==> src/hw/rtl/dcug_pkg.sv <==
`timescale 1ns / 1ps
`default_nettype none

package dcug_pkg;

	localparam int unsigned DEF_TIME_BITS   = 32;
	localparam int unsigned DEF_MAX_PAYLOAD = 256;

	localparam int unsigned NOW_W = 32;
	localparam int unsigned LEN_W = 9;
	localparam int unsigned PCT_W = 7;

	localparam logic [PCT_W-1:0] PCT_FULL  = 7'd100;
	localparam logic [PCT_W-1:0] PCT_RESET = 7'd35;

	typedef enum logic [1:0] {
		OP_TICK     = 2'd0,
		OP_DOWNLINK = 2'd1,
		OP_QUEUE    = 2'd2,
		OP_NONE     = 2'd3
	} op_t;

	typedef struct packed {
		op_t              opcode;
		logic [NOW_W-1:0] now_ms;
		logic             radio_busy;
		logic [LEN_W-1:0] queue_length;
	} item_in_t;

	typedef struct packed {
		logic             send_fire;
		logic [LEN_W-1:0] send_length;
		logic             in_window;
		logic [NOW_W-1:0] cadence_ms;
		logic             pending;
	} item_out_t;

endpackage

`default_nettype wire

==> src/hw/rtl/dcug_div.sv <==
`timescale 1ns / 1ps
`default_nettype none

module dcug_div #(
	parameter int unsigned W = 32
) (
	input  wire logic         clk,
	input  wire logic         arst_n,
	input  wire logic         start,
	input  wire logic [W-1:0] dividend,
	input  wire logic [W-1:0] divisor,
	output logic              done,
	output logic [W-1:0]      quotient,
	output logic [W-1:0]      remainder
);

	localparam int unsigned CW = $clog2(W + 1);

	logic          busy_q;
	logic          done_q;
	logic [CW-1:0] cnt_q;
	logic [W-1:0]  rem_q;
	logic [W-1:0]  quo_q;
	logic [W-1:0]  div_q;
	logic [W:0]    shifted;
	logic [W:0]    trial;

	// Restoring division: one quotient bit per cycle, MSB first.
	assign shifted = {rem_q, quo_q[W-1]};
	assign trial   = shifted - {1'b0, div_q};

	always_ff @(posedge clk or negedge arst_n) begin
		if (!arst_n) begin
			busy_q <= 1'b0;
			done_q <= 1'b0;
			cnt_q  <= '0;
		end else begin
			done_q <= busy_q && (cnt_q == CW'(1));
			if (start) begin
				busy_q <= 1'b1;
				cnt_q  <= CW'(W);
			end else if (busy_q) begin
				cnt_q <= cnt_q - CW'(1);
				if (cnt_q == CW'(1)) begin
					busy_q <= 1'b0;
				end
			end
		end
	end

	always_ff @(posedge clk) begin
		if (start) begin
			rem_q <= '0;
			quo_q <= dividend;
			div_q <= divisor;
		end else if (busy_q) begin
			rem_q <= trial[W] ? shifted[W-1:0] : trial[W-1:0];
			quo_q <= {quo_q[W-2:0], ~trial[W]};
		end
	end

	assign done      = done_q;
	assign quotient  = quo_q;
	assign remainder = rem_q;

	a_no_restart: assert property (@(posedge clk) disable iff (!arst_n)
		busy_q |-> !start)
		else $error("divider restarted while busy");

	a_done_idle: assert property (@(posedge clk) disable iff (!arst_n)
		done_q |-> !busy_q)
		else $error("divider done while still iterating");

	a_rem_range: assert property (@(posedge clk) disable iff (!arst_n)
		(done_q && div_q != '0) |-> (rem_q < div_q))
		else $error("divider remainder not below divisor");

	a_cnt_live: assert property (@(posedge clk) disable iff (!arst_n)
		busy_q |-> (cnt_q != '0))
		else $error("divider busy with empty count");

endmodule

`default_nettype wire

==> src/hw/rtl/downlink_cadence_uplink_gate_top.sv <==
`timescale 1ns / 1ps
`default_nettype none

// Downlink cadence uplink gate.
// Input channel (in_valid/in_ready/in_data) takes one event per transaction:
// a tick, a received downlink, or a new uplink to queue. Every event yields
// exactly one transaction on the output channel (out_valid/out_ready/out_data)
// telling whether the queued uplink fires, whether now lies in the safe window,
// the learned period and whether an uplink stays queued.
// The safe part of the period in percent is written over cfg_valid/cfg_data;
// cfg_ready is always high, and writes are meant for idle times only.
// Events are handled one at a time. All divisions share one bit-serial divider
// that retires one quotient bit per cycle. An event skips the divider while no
// period is learned, a window check uses it once, and a downlink that refines
// a known period uses it three times, one division after the other.
// The next event is taken once the previous result sits in the output register.
// Reset clears the anchor, the period and the queue and sets the percent to 35.
// A stalled receiver holds the result in the output register; a finished
// event then waits in its last state and no new event is taken.

module downlink_cadence_uplink_gate_top
	import dcug_pkg::*;
#(
	parameter int unsigned TIME_BITS   = DEF_TIME_BITS,
	parameter int unsigned MAX_PAYLOAD = DEF_MAX_PAYLOAD
) (
	input  wire logic             clk,
	input  wire logic             arst_n,
	input  wire logic             in_valid,
	output logic                  in_ready,
	input  wire item_in_t         in_data,
	output logic                  out_valid,
	input  wire logic             out_ready,
	output item_out_t             out_data,
	input  wire logic             cfg_valid,
	output logic                  cfg_ready,
	input  wire logic [PCT_W-1:0] cfg_data
);

	localparam int unsigned TW      = TIME_BITS;
	localparam int unsigned PW      = TW + PCT_W;
	localparam int unsigned LEN_CAP = (MAX_PAYLOAD > 511) ? 511 : MAX_PAYLOAD;
	localparam logic [LEN_W-1:0] LEN_MAX = LEN_W'(LEN_CAP);

	typedef enum logic [8:0] {
		S_IDLE   = 9'b000000001,
		S_PREP   = 9'b000000010,
		S_QUOT   = 9'b000000100,
		S_IMPL   = 9'b000001000,
		S_SMOOTH = 9'b000010000,
		S_WIN    = 9'b000100000,
		S_MOD    = 9'b001000000,
		S_MUL    = 9'b010000000,
		S_DONE   = 9'b100000000
	} state_t;

	state_t           state_q;
	op_t              op_q;
	logic [TW-1:0]    now_q;
	logic             radio_busy_q;
	logic [TW-1:0]    anchor_q;
	logic             anchor_vld_q;
	logic [TW-1:0]    period_q;
	logic [LEN_W-1:0] queued_q;
	logic [PCT_W-1:0] pct_q;
	logic             win_q;
	logic             cmp_pend_q;
	logic [PW-1:0]    lhs_q;
	logic [PW-1:0]    rhs_q;
	logic             out_valid_q;
	item_out_t        out_data_q;

	logic             div_start;
	logic [TW-1:0]    div_b;
	logic             div_done;
	logic [TW-1:0]    div_quo;
	logic [TW-1:0]    div_rem;

	logic [TW-1:0]    elapsed;
	logic [TW-1:0]    mult;
	logic [TW-1:0]    mult_raw;
	logic [TW-1:0]    pa;
	logic [TW-1:0]    ia;
	logic [3:0]       low_sum;
	logic [TW:0]      smooth_sum;
	logic [PCT_W-1:0] pct_eff;
	logic [PW-1:0]    pos_inc;
	logic [LEN_W-1:0] qlen_clamped;
	logic             fire;
	logic             out_load;
	logic [63:0]      period_ext;

	assign elapsed = now_q - anchor_q;

	// Rounded multiple of the period in the interval, never below one.
	assign mult_raw = div_quo + TW'(div_rem >= (period_q - (period_q >> 1)));
	assign mult     = (mult_raw == '0) ? TW'(1) : mult_raw;

	// New period = 3/4 old + 1/4 implied, with the low bits summed separately.
	assign pa         = period_q >> 2;
	assign ia         = div_quo >> 2;
	assign low_sum    = 4'(period_q[1:0]) * 4'd3 + 4'(div_quo[1:0]);
	assign smooth_sum = (TW+1)'(pa) + ((TW+1)'(pa) << 1) + (TW+1)'(ia)
		+ (TW+1)'(low_sum >> 2);

	assign pct_eff = (pct_q > PCT_FULL) ? PCT_FULL : pct_q;
	// pos < floor(p * s / 100) holds exactly when 100 * (pos + 1) <= p * s.
	assign pos_inc = PW'(div_rem) + PW'(1);

	assign qlen_clamped = (in_data.queue_length > LEN_MAX) ? LEN_MAX
		: in_data.queue_length;

	assign fire = (queued_q != '0) && !radio_busy_q
		&& ((op_q == OP_DOWNLINK) || ((op_q == OP_TICK) && win_q));

	assign out_load = (state_q == S_DONE) && !cmp_pend_q && (!out_valid_q || out_ready);

	assign period_ext = 64'(period_q);

	assign div_start = ((state_q == S_PREP) && (op_q == OP_DOWNLINK) && anchor_vld_q
			&& (period_q != '0))
		|| ((state_q == S_QUOT) && div_done)
		|| ((state_q == S_WIN) && (period_q != '0));
	assign div_b = (state_q == S_QUOT) ? mult : period_q;

	dcug_div #(
		.W(TW)
	) u_div (
		.clk       (clk),
		.arst_n    (arst_n),
		.start     (div_start),
		.dividend  (elapsed),
		.divisor   (div_b),
		.done      (div_done),
		.quotient  (div_quo),
		.remainder (div_rem)
	);

	always_ff @(posedge clk or negedge arst_n) begin
		if (!arst_n) begin
			state_q      <= S_IDLE;
			anchor_q     <= '0;
			anchor_vld_q <= 1'b0;
			period_q     <= '0;
			queued_q     <= '0;
			pct_q        <= PCT_RESET;
			out_valid_q  <= 1'b0;
		end else begin
			if (cfg_valid && cfg_ready) begin
				pct_q <= cfg_data;
			end
			if (out_load) begin
				out_valid_q <= 1'b1;
			end else if (out_valid_q && out_ready) begin
				out_valid_q <= 1'b0;
			end
			unique case (state_q)
				S_IDLE: begin
					if (in_valid) begin
						if (in_data.opcode == OP_QUEUE) begin
							queued_q <= qlen_clamped;
						end
						state_q <= S_PREP;
					end
				end
				S_PREP: begin
					if (op_q == OP_DOWNLINK) begin
						if (anchor_vld_q && (period_q != '0)) begin
							state_q <= S_QUOT;
						end else begin
							if (anchor_vld_q) begin
								period_q <= elapsed;
							end
							anchor_q     <= now_q;
							anchor_vld_q <= 1'b1;
							state_q      <= S_WIN;
						end
					end else begin
						state_q <= S_WIN;
					end
				end
				S_QUOT: begin
					if (div_done) begin
						state_q <= S_IMPL;
					end
				end
				S_IMPL: begin
					if (div_done) begin
						state_q <= S_SMOOTH;
					end
				end
				S_SMOOTH: begin
					period_q <= smooth_sum[TW-1:0];
					anchor_q <= now_q;
					state_q  <= S_WIN;
				end
				S_WIN: begin
					state_q <= (period_q == '0) ? S_DONE : S_MOD;
				end
				S_MOD: begin
					if (div_done) begin
						state_q <= S_MUL;
					end
				end
				S_MUL: begin
					state_q <= S_DONE;
				end
				S_DONE: begin
					if (out_load) begin
						if (fire) begin
							queued_q <= '0;
						end
						state_q <= S_IDLE;
					end
				end
				default: begin
					state_q <= S_IDLE;
				end
			endcase
		end
	end

	// The product compare lands in win_q in the cycle after the done state is entered.
	always_ff @(posedge clk or negedge arst_n) begin
		if (!arst_n) begin
			cmp_pend_q <= 1'b0;
		end else begin
			cmp_pend_q <= (state_q == S_MUL);
		end
	end

	always_ff @(posedge clk) begin
		if (in_valid && in_ready) begin
			op_q         <= in_data.opcode;
			now_q        <= TW'(in_data.now_ms);
			radio_busy_q <= in_data.radio_busy;
		end
		if ((state_q == S_WIN) && (period_q == '0)) begin
			win_q <= 1'b1;
		end else if (cmp_pend_q) begin
			win_q <= (lhs_q <= rhs_q);
		end
		if (state_q == S_MUL) begin
			lhs_q <= pos_inc * PW'(PCT_FULL);
			rhs_q <= PW'(period_q) * PW'(pct_eff);
		end
		if (out_load) begin
			out_data_q.send_fire   <= fire;
			out_data_q.send_length <= fire ? queued_q : '0;
			out_data_q.in_window   <= win_q;
			out_data_q.cadence_ms  <= period_ext[NOW_W-1:0];
			out_data_q.pending     <= (queued_q != '0) && !fire;
		end
	end

	assign in_ready  = (state_q == S_IDLE);
	assign cfg_ready = 1'b1;
	assign out_valid = out_valid_q;
	assign out_data  = out_data_q;

	a_unlearned_safe: assert property (@(posedge clk) disable iff (!arst_n)
		((state_q == S_DONE) && !cmp_pend_q && (period_q == '0)) |-> win_q)
		else $error("window closed while no period is learned");

	a_fire_length: assert property (@(posedge clk) disable iff (!arst_n)
		out_valid_q |-> (out_data_q.send_fire == (out_data_q.send_length != '0)))
		else $error("fire flag and send length disagree");

	a_fire_clears: assert property (@(posedge clk) disable iff (!arst_n)
		(out_valid_q && out_data_q.send_fire) |-> !out_data_q.pending)
		else $error("uplink still pending after it fired");

	a_one_at_a_time: assert property (@(posedge clk) disable iff (!arst_n)
		(in_valid && in_ready) |=> !in_ready)
		else $error("second event taken while one is in work");

endmodule

`default_nettype wire

==> config.mk <==
export PLATFORM = sky130hd
export DESIGN_NAME = downlink_cadence_uplink_gate_top
export DESIGN_NICKNAME = d
export VERILOG_FILES = /design/src/hw/rtl/dcug_pkg.sv /design/src/hw/rtl/dcug_div.sv /design/src/hw/rtl/downlink_cadence_uplink_gate_top.sv
export SDC_FILE = /design/constraint.sdc
export NUM_CORES = 2
export LEC_CHECK = 0
export ABC_AREA = 0
export BUFFER_PORTS_ARGS = -buffer_cell sky130_fd_sc_hd__buf_2
export CORE_ASPECT_RATIO = 1.5
export CORE_MARGIN = 2
export CORE_UTILIZATION = 60
export CTS_CLUSTER_DIAMETER = 40
export CTS_CLUSTER_SIZE = 40
export DETAILED_ROUTE_END_ITERATION = 12
export PLACE_DENSITY_LB_ADDON = 0.05
export RECOVER_POWER = 50
export SLEW_MARGIN = 10
export SYNTH_ARGS = -nofsm -noshare
export SYNTH_HDL_FRONTEND = slang
export SYNTH_HIERARCHICAL = 1
export SYNTH_SLANG_ARGS = --single-unit
==> constraint.sdc <==
create_clock -name clk -period 7.9 [get_ports clk]
set_input_delay 0.395 -clock clk [delete_from_list [all_inputs] [get_ports clk]]
set_output_delay 0.395 -clock clk [all_outputs]
set_load 0.05 [all_outputs]
* Word-level counts from Yosys, hierarchy flattened
Cells that the tools add are included.
** Word-level totals
- Bits in registers :: 352
- Output and inout bits :: 47
- Word-level logic and storage cells :: 139
- Input port bits :: 56
** Operators by class
- $mul :: 3
- Multiplexer cells :: 35
- Reduce and logical (&&, ||, !) cells :: 38
- Magnitude comparators :: 4
- Bitwise gates (word level) :: 2
- Equality and inequality tests :: 22
- Add/subtract/negate cells :: 10
** Operators with widths (count)
- $mux 32 :: 10
- $pmux 32 s2 :: 2
- $mux 9 :: 12
- $pmux 9 s9 :: 1
- $logic_not 32->1 :: 2
- $le 39x39->1 :: 1
- $mul 32x7->39 :: 1
- $mul 33x5->37 const B :: 1
- $add 32x1->33 const B :: 1
- $sub 33x32->33 :: 1
- $add 30x31->32 :: 1
- $add 32x1->32 :: 1
- $add 32x2->32 :: 1
- $add 32x30->32 :: 1
- $ge 32x32->1 :: 1
- $reduce_bool 32->1 :: 1
- $sub 32x31->32 :: 1
- $sub 32x32->32 :: 1
- $mux 6 :: 3
- $pmux 9 s2 :: 1
- $logic_and 1x1->1 :: 16
- $ne 2x2->1 const B :: 6
- $reduce_and 5->1 :: 2
- $eq 9x1->1 const B :: 1
- other kinds (27) :: 45

* Logic depth before layout (Yosys ltp)
- Depth after elaboration :: 7
- Mapped depth :: 35
- Depth with buffers taken out :: 33

* Cells and area by module
The synthesis kept the hierarchy.
** Modules (own cells, without submodules)
- downlink_cadence_uplink_gate_top :: sequential area each 6981.7 um^2, cells an instance 3118, area each 28329.7 um^2, times used 1
- dcug_div :: sequential area each 2762.6 um^2, cells an instance 645, area each 6341.1 um^2, times used 1

* Worst setup path after synthesis
OpenSTA, ideal clock, no wires.
- Path kind :: register to register
- From :: reg pct_q[5]
- To :: reg rhs_q[38], data pin
- Buffers on the path :: 4
- Period minus slack after synthesis :: 5.974 ns
- Data arrival time :: 5.712 ns
- Setup time :: 0.262 ns
- Data required time :: 7.638 ns
- Setup slack :: 1.926 ns
- Cell stages (with the launch flop) :: 24
- Path through :: dfstp_2 clkbuf_1 nand2_1 a21oi_1 or2_2 clkbuf_1 clkbuf_1 nand2_1 fa_1 fa_1 inv_1 fa_1 fa_1 ha_1 buf_4 and4_1 o21ai_1 a2111o_1 o21a_1 o21ba_1 a21boi_2 o2111ai_2 a221oi_2 xnor2_1
** On the way
- Cells in the longest elaborated chain, start to end :: 3
** RTL lines
- from (decl) :: RTL line downlink_cadence_uplink_gate_top.sv:65 : logic [PCT_W-1:0] pct_q;
- from (signal assigned) :: RTL line downlink_cadence_uplink_gate_top.sv:150 : pct_q <= cfg_data;
- $gt 7x7->1 :: RTL line downlink_cadence_uplink_gate_top.sv:106 : assign pct_eff = (pct_q > PCT_FULL) ? PCT_FULL : pct_q;
- $mux 7 (*) :: RTL line downlink_cadence_uplink_gate_top.sv:106
- $mul 32x7->39 (*) :: RTL line downlink_cadence_uplink_gate_top.sv:245 : rhs_q <= PW'(period_q) * PW'(pct_eff);
- to (signal assigned) :: RTL line downlink_cadence_uplink_gate_top.sv:245
- to (decl) :: RTL line downlink_cadence_uplink_gate_top.sv:69 : logic [PW-1:0] rhs_q;
Mark *: on every way between the ends. The rest lies on a longest branch, timed or not.
A chain may end at the register's enable or synchronous reset.

* Worst setup path in the final report
- From :: reg period_q[2]
- To :: reg u_div.div_q[0], data pin
** On the way
- Cells in the longest elaborated chain, start to end :: 6
** RTL lines
- from (decl) :: RTL line downlink_cadence_uplink_gate_top.sv:63 : logic [TW-1:0] period_q;
- from (signal assigned) :: RTL line downlink_cadence_uplink_gate_top.sv:172 : period_q <= elapsed;
- from (signal assigned) :: RTL line downlink_cadence_uplink_gate_top.sv:193 : period_q <= smooth_sum[TW-1:0];
- $sub 32x31->32 (*) :: RTL line downlink_cadence_uplink_gate_top.sv:96 : assign mult_raw = div_quo + TW'(div_rem >= (period_q - (period_q >> 1)));
- $ge 32x32->1 (*) :: RTL line downlink_cadence_uplink_gate_top.sv:96
- $add 32x1->32 (*) :: RTL line downlink_cadence_uplink_gate_top.sv:96
- $logic_not 32->1 :: RTL line downlink_cadence_uplink_gate_top.sv:97 : assign mult = (mult_raw == '0) ? TW'(1) : mult_raw;
- $mux 32 (*) :: RTL line downlink_cadence_uplink_gate_top.sv:97
- $mux 32 (*) :: RTL line downlink_cadence_uplink_gate_top.sv:124 : assign div_b = (state_q == S_QUOT) ? mult : period_q;
- named net div_b[0] :: RTL line downlink_cadence_uplink_gate_top.sv:74 : logic [TW-1:0] div_b;
- to (signal assigned) :: RTL line dcug_div.sv:55 : div_q <= divisor;
- to (decl) :: RTL line dcug_div.sv:24 : logic [W-1:0] div_q;
Mark *: on every way through the listed nets, which the timed path passes. The rest lies on a longest branch.

==> results.md <==
* Worst-Margin Slew at between 3 and 4 ns
* Cell taking the most area after synthesis: edfxtp_1
* CP peak stage delay at 0.73 ns
* Total negative slack at 0 ns
* Iter 0 DRT Violations at 2,019
* Synthesized area at 34,700 sq um
* Critical path class: register to register
* Top cells by area, synth: edfxtp_1 19%, ha_1 13%, fa_1 12%
* Routed len/inst at 22.0 um
* Failing checks: max-capacitance violations, max-slew violations
* Tmin final at slightly above 7 ns
* Clk buf depth at 3
* Post-Syn Nets at 4,403
* Status: complete, but fails checks
* Hold crit path type: input port to register
* R2r endpoint: u_div/div_q[0]$_DFFE_PP_
* Ys Warns at 6
* Initial Util at 0.608
* Synth Register Bits at approximately 350
* Top Family by Delay on Critical Path: compound AO/OA/AOI/OAI gates
* Bufs and invs on worst path at 1
* Root Buffer: clkbuf_16
* Post-synthesis cell type count at between 100 and 150
* PortBufs at about 100
* Number of synthesized flops with an enable pin at approximately 220
* Vias per Instance at approximately 6
* Setup crit end kind: register
* Gate Count Post-Synth at roughly 3.8k
* Worst rel slew slack at -1.48
* Final max-slew violation count at around 420
* Initial antenna violation count at 4
* Worst Path Arrival at roughly 7.6 ns
* Global placer's final weighted congestion at 1.02
* Sequential area share after synthesis at 0.281
* Core area at roughly 57,000 sq um
* DRC viols at 0
* Max Freq at around 0.14 GHz
* Rows at ~110
* Synth top area share at 0.190
* Final Hold Viols at 0
* Most frequent cells after synthesis: 452 x inv_1, 372 x nand2_1, 371 x ha_1
* Avg Cell Area, Syn at between 9 and 10 sq um
* Post-route ant nets at 0
* First-pass GRT wire length at roughly 160,000 um
* I/O pin cnt at 103
* Share of cells above drive strength 1 at 0.0689
* End of the critical path: u_div/div_q[0]$_DFFE_PP_
* WL final at 103,000 um
* Period utilization at 0.905
* Stages on worst setup path at 28
* CTS clk-pin slew, worst paths at ~0.060 ns
* Overall global routing resource usage at 0.347
* Routed vias at 28.6k
* Count leader, synth: inv_1
* Worst r2r path cells at 28
* RSZ-0062 raised after global routing: false
* Inserted Clock Buffers at roughly 50
* Total die area at roughly 60,000 sq um
* Post-CTS sizing at 0
* CP Max Fanout at 13
* Largest net degree at the start of global routing at between 70 and 80
* Top FF cell, synth: edfxtp_1
* P&R area growth vs syn at 9.78%
* CTS sink cnt at between 300 and 400
* Final-stage net count at ~4.5k
* Worst Setup Start Kind: register
* Slowest CP cell: dfrtp_1
* Clock Skews at 0.0893 ns
* Vias in the first global route at slightly below 30k
* Dpl hpwl at between 70,000 and 80,000 um
* Global route overflow at 0
* Die span in x at ~200 um
* Clk Latency, worst-skew pair at about 0.65 ns
* Die Span Y at just under 300 um
* Min-Delay Path Depth at 2
* CP required at approximately 8.4 ns
* TritonRoute pass-1 iters at 8
* Max-Cap Viols at 9
* CTS HTree Levels at 2
* Reg-to-reg critical path startpoint: period_q[2]$_DFFE_PN0P_
* Endpoints failing setup at 0
* Crit path from: period_q[2]$_DFFE_PN0P_
* CTS tree: done
* Flop-to-flop setup slack at 0.75 ns
* Hold Crit Start: cfg_data[2]
* Async set-reset flop share out of synthesis at 0.284
[how the worst min path moves through the flow]
stage / to / slack (ns)
2_1_floorplan: anchor_q[0]$_DFFE_PN0P_ / 0.1
3_3_place_gp: anchor_q[31]$_DFFE_PN0P_ / 0.42
3_5_place_dp: anchor_q[27]$_DFFE_PN0P_ / 0.43
4_1_cts: pct_q[2]$_DFFE_PN0P_ / 0.007
5_1_grt: pct_q[2]$_DFFE_PN0P_ / 0.03
6_report: pct_q[2]$_DFFE_PN0P_ / 0.03
[state kept, by name, summed over array words and instances, names as in the netlist, 9 cells and up]
signal	flops
state_q	9
period_q	32
u_div/quotient	32
queued_q	9
out_data	44
now_q	32
anchor_q	32
rhs_q	39
lhs_q	37
u_div/div_q	32
u_div/remainder	32
[routing by layer]
metal / GRT usage / wire length [um]
met1: 0.391 / 38000
met2: 0.618 / 51000
met3: 0.0489 / 6140
met4: 0.224 / 7890
met5: 0 / 27
[cells by family (layout without fill, tap and decap cells)]
group / after synthesis / in the layout / synth area share
simple gates: 1090 / 1090 / 0.154
compound gates: 829 / 829 / 0.157
buf+inv: 594 / 751 / 0.0660
fa+ha+maj: 584 / 584 / 0.257
flops: 352 / 352 / 0.281
xor+xnor: 229 / 229 / 0.0578
mux: 84 / 84 / 0.0268
other cells: 1 / 3 / 0.000108
[final cells by class]
class | count | area (sq um)
multi-input cells | 2817 | 22700
fillers | 4633 | 19000
flip-flops and latches | 352 | 9750
inverters | 454 | 1700
clock buffers | 54 | 1290
repair buffers | 201 | 1180
well taps | 763 | 955
clock inverters | 42 | 528
diodes | 2 | 5.00
[layout by cell type, fill, tap and decap left out, types with 11 or more instances in the layout]
master           n
ha_1           371
and4_1          14
nor4_1          17
a21o_1          91
nand2_1        372
edfxtp_1       219
and2_1          67
a21oi_1        227
nor3_1          61
o211ai_1        27
clkbuf_1        89
nor2b_1         41
inv_1          452
nand4_1         48
buf_4           16
nand2b_1        38
buf_2           50
mux2i_1         13
dfxtp_1         33
dlygate4sd3_1   49
xor2_1          99
clkbuf_16       51
nand3_1         83
a211oi_1        22
o31ai_1         12
or3_1           24
a31oi_1         25
xnor2_1        130
dfrtp_1         95
nor3b_1         11
o21ai_0        176
fa_1           213
mux2_2          71
o21bai_1        32
and3_1          48
a311oi_1        34
nor2_1         215
o21a_1          34
[worst reg2reg max path: cells and delay by family, from the launching register on]
family	cells	cell delay (ns)
compound gates	15	3.48
xor+xnor	1	0.17
fa+ha+maj	4	1.16
buf+inv	1	0.27
flops	1	0.73
mux	1	0.11
simple gates	6	1.09
[repair_timing]
action | 4_1_cts | 5_1_grt
hold endpoints to repair | 84 | 0
hold buffers | 49 | 0
setup buffers | 0 | 0
endpoints found under the setup margin | 0 | 0
[through the flow]
| step | instance area [sq um] | util | instances | hold WS (ns) | worst slack [ns] |
|---|---|---|---|---|---|
| after floorplan | 34700 | - | 3763 | 0.0994 | 1.93 |
| after global placement | 36000 | 0.631 | 4538 | 0.419 | 1.14 |
| after detailed placement | 36000 | 0.631 | 4538 | 0.434 | 0.975 |
| after CTS | 38300 | 0.671 | 4683 | 0.00695 | 0.926 |
| after global routing | 38100 | 0.667 | 4683 | 0.0261 | 0.375 |
| final | 38100 | 0.667 | 4685 | 0.0310 | 0.748 |
Power is left out: the tool's default activity adds up to more than one toggle a clock period on the data nets, which glitch-free logic cannot reach.
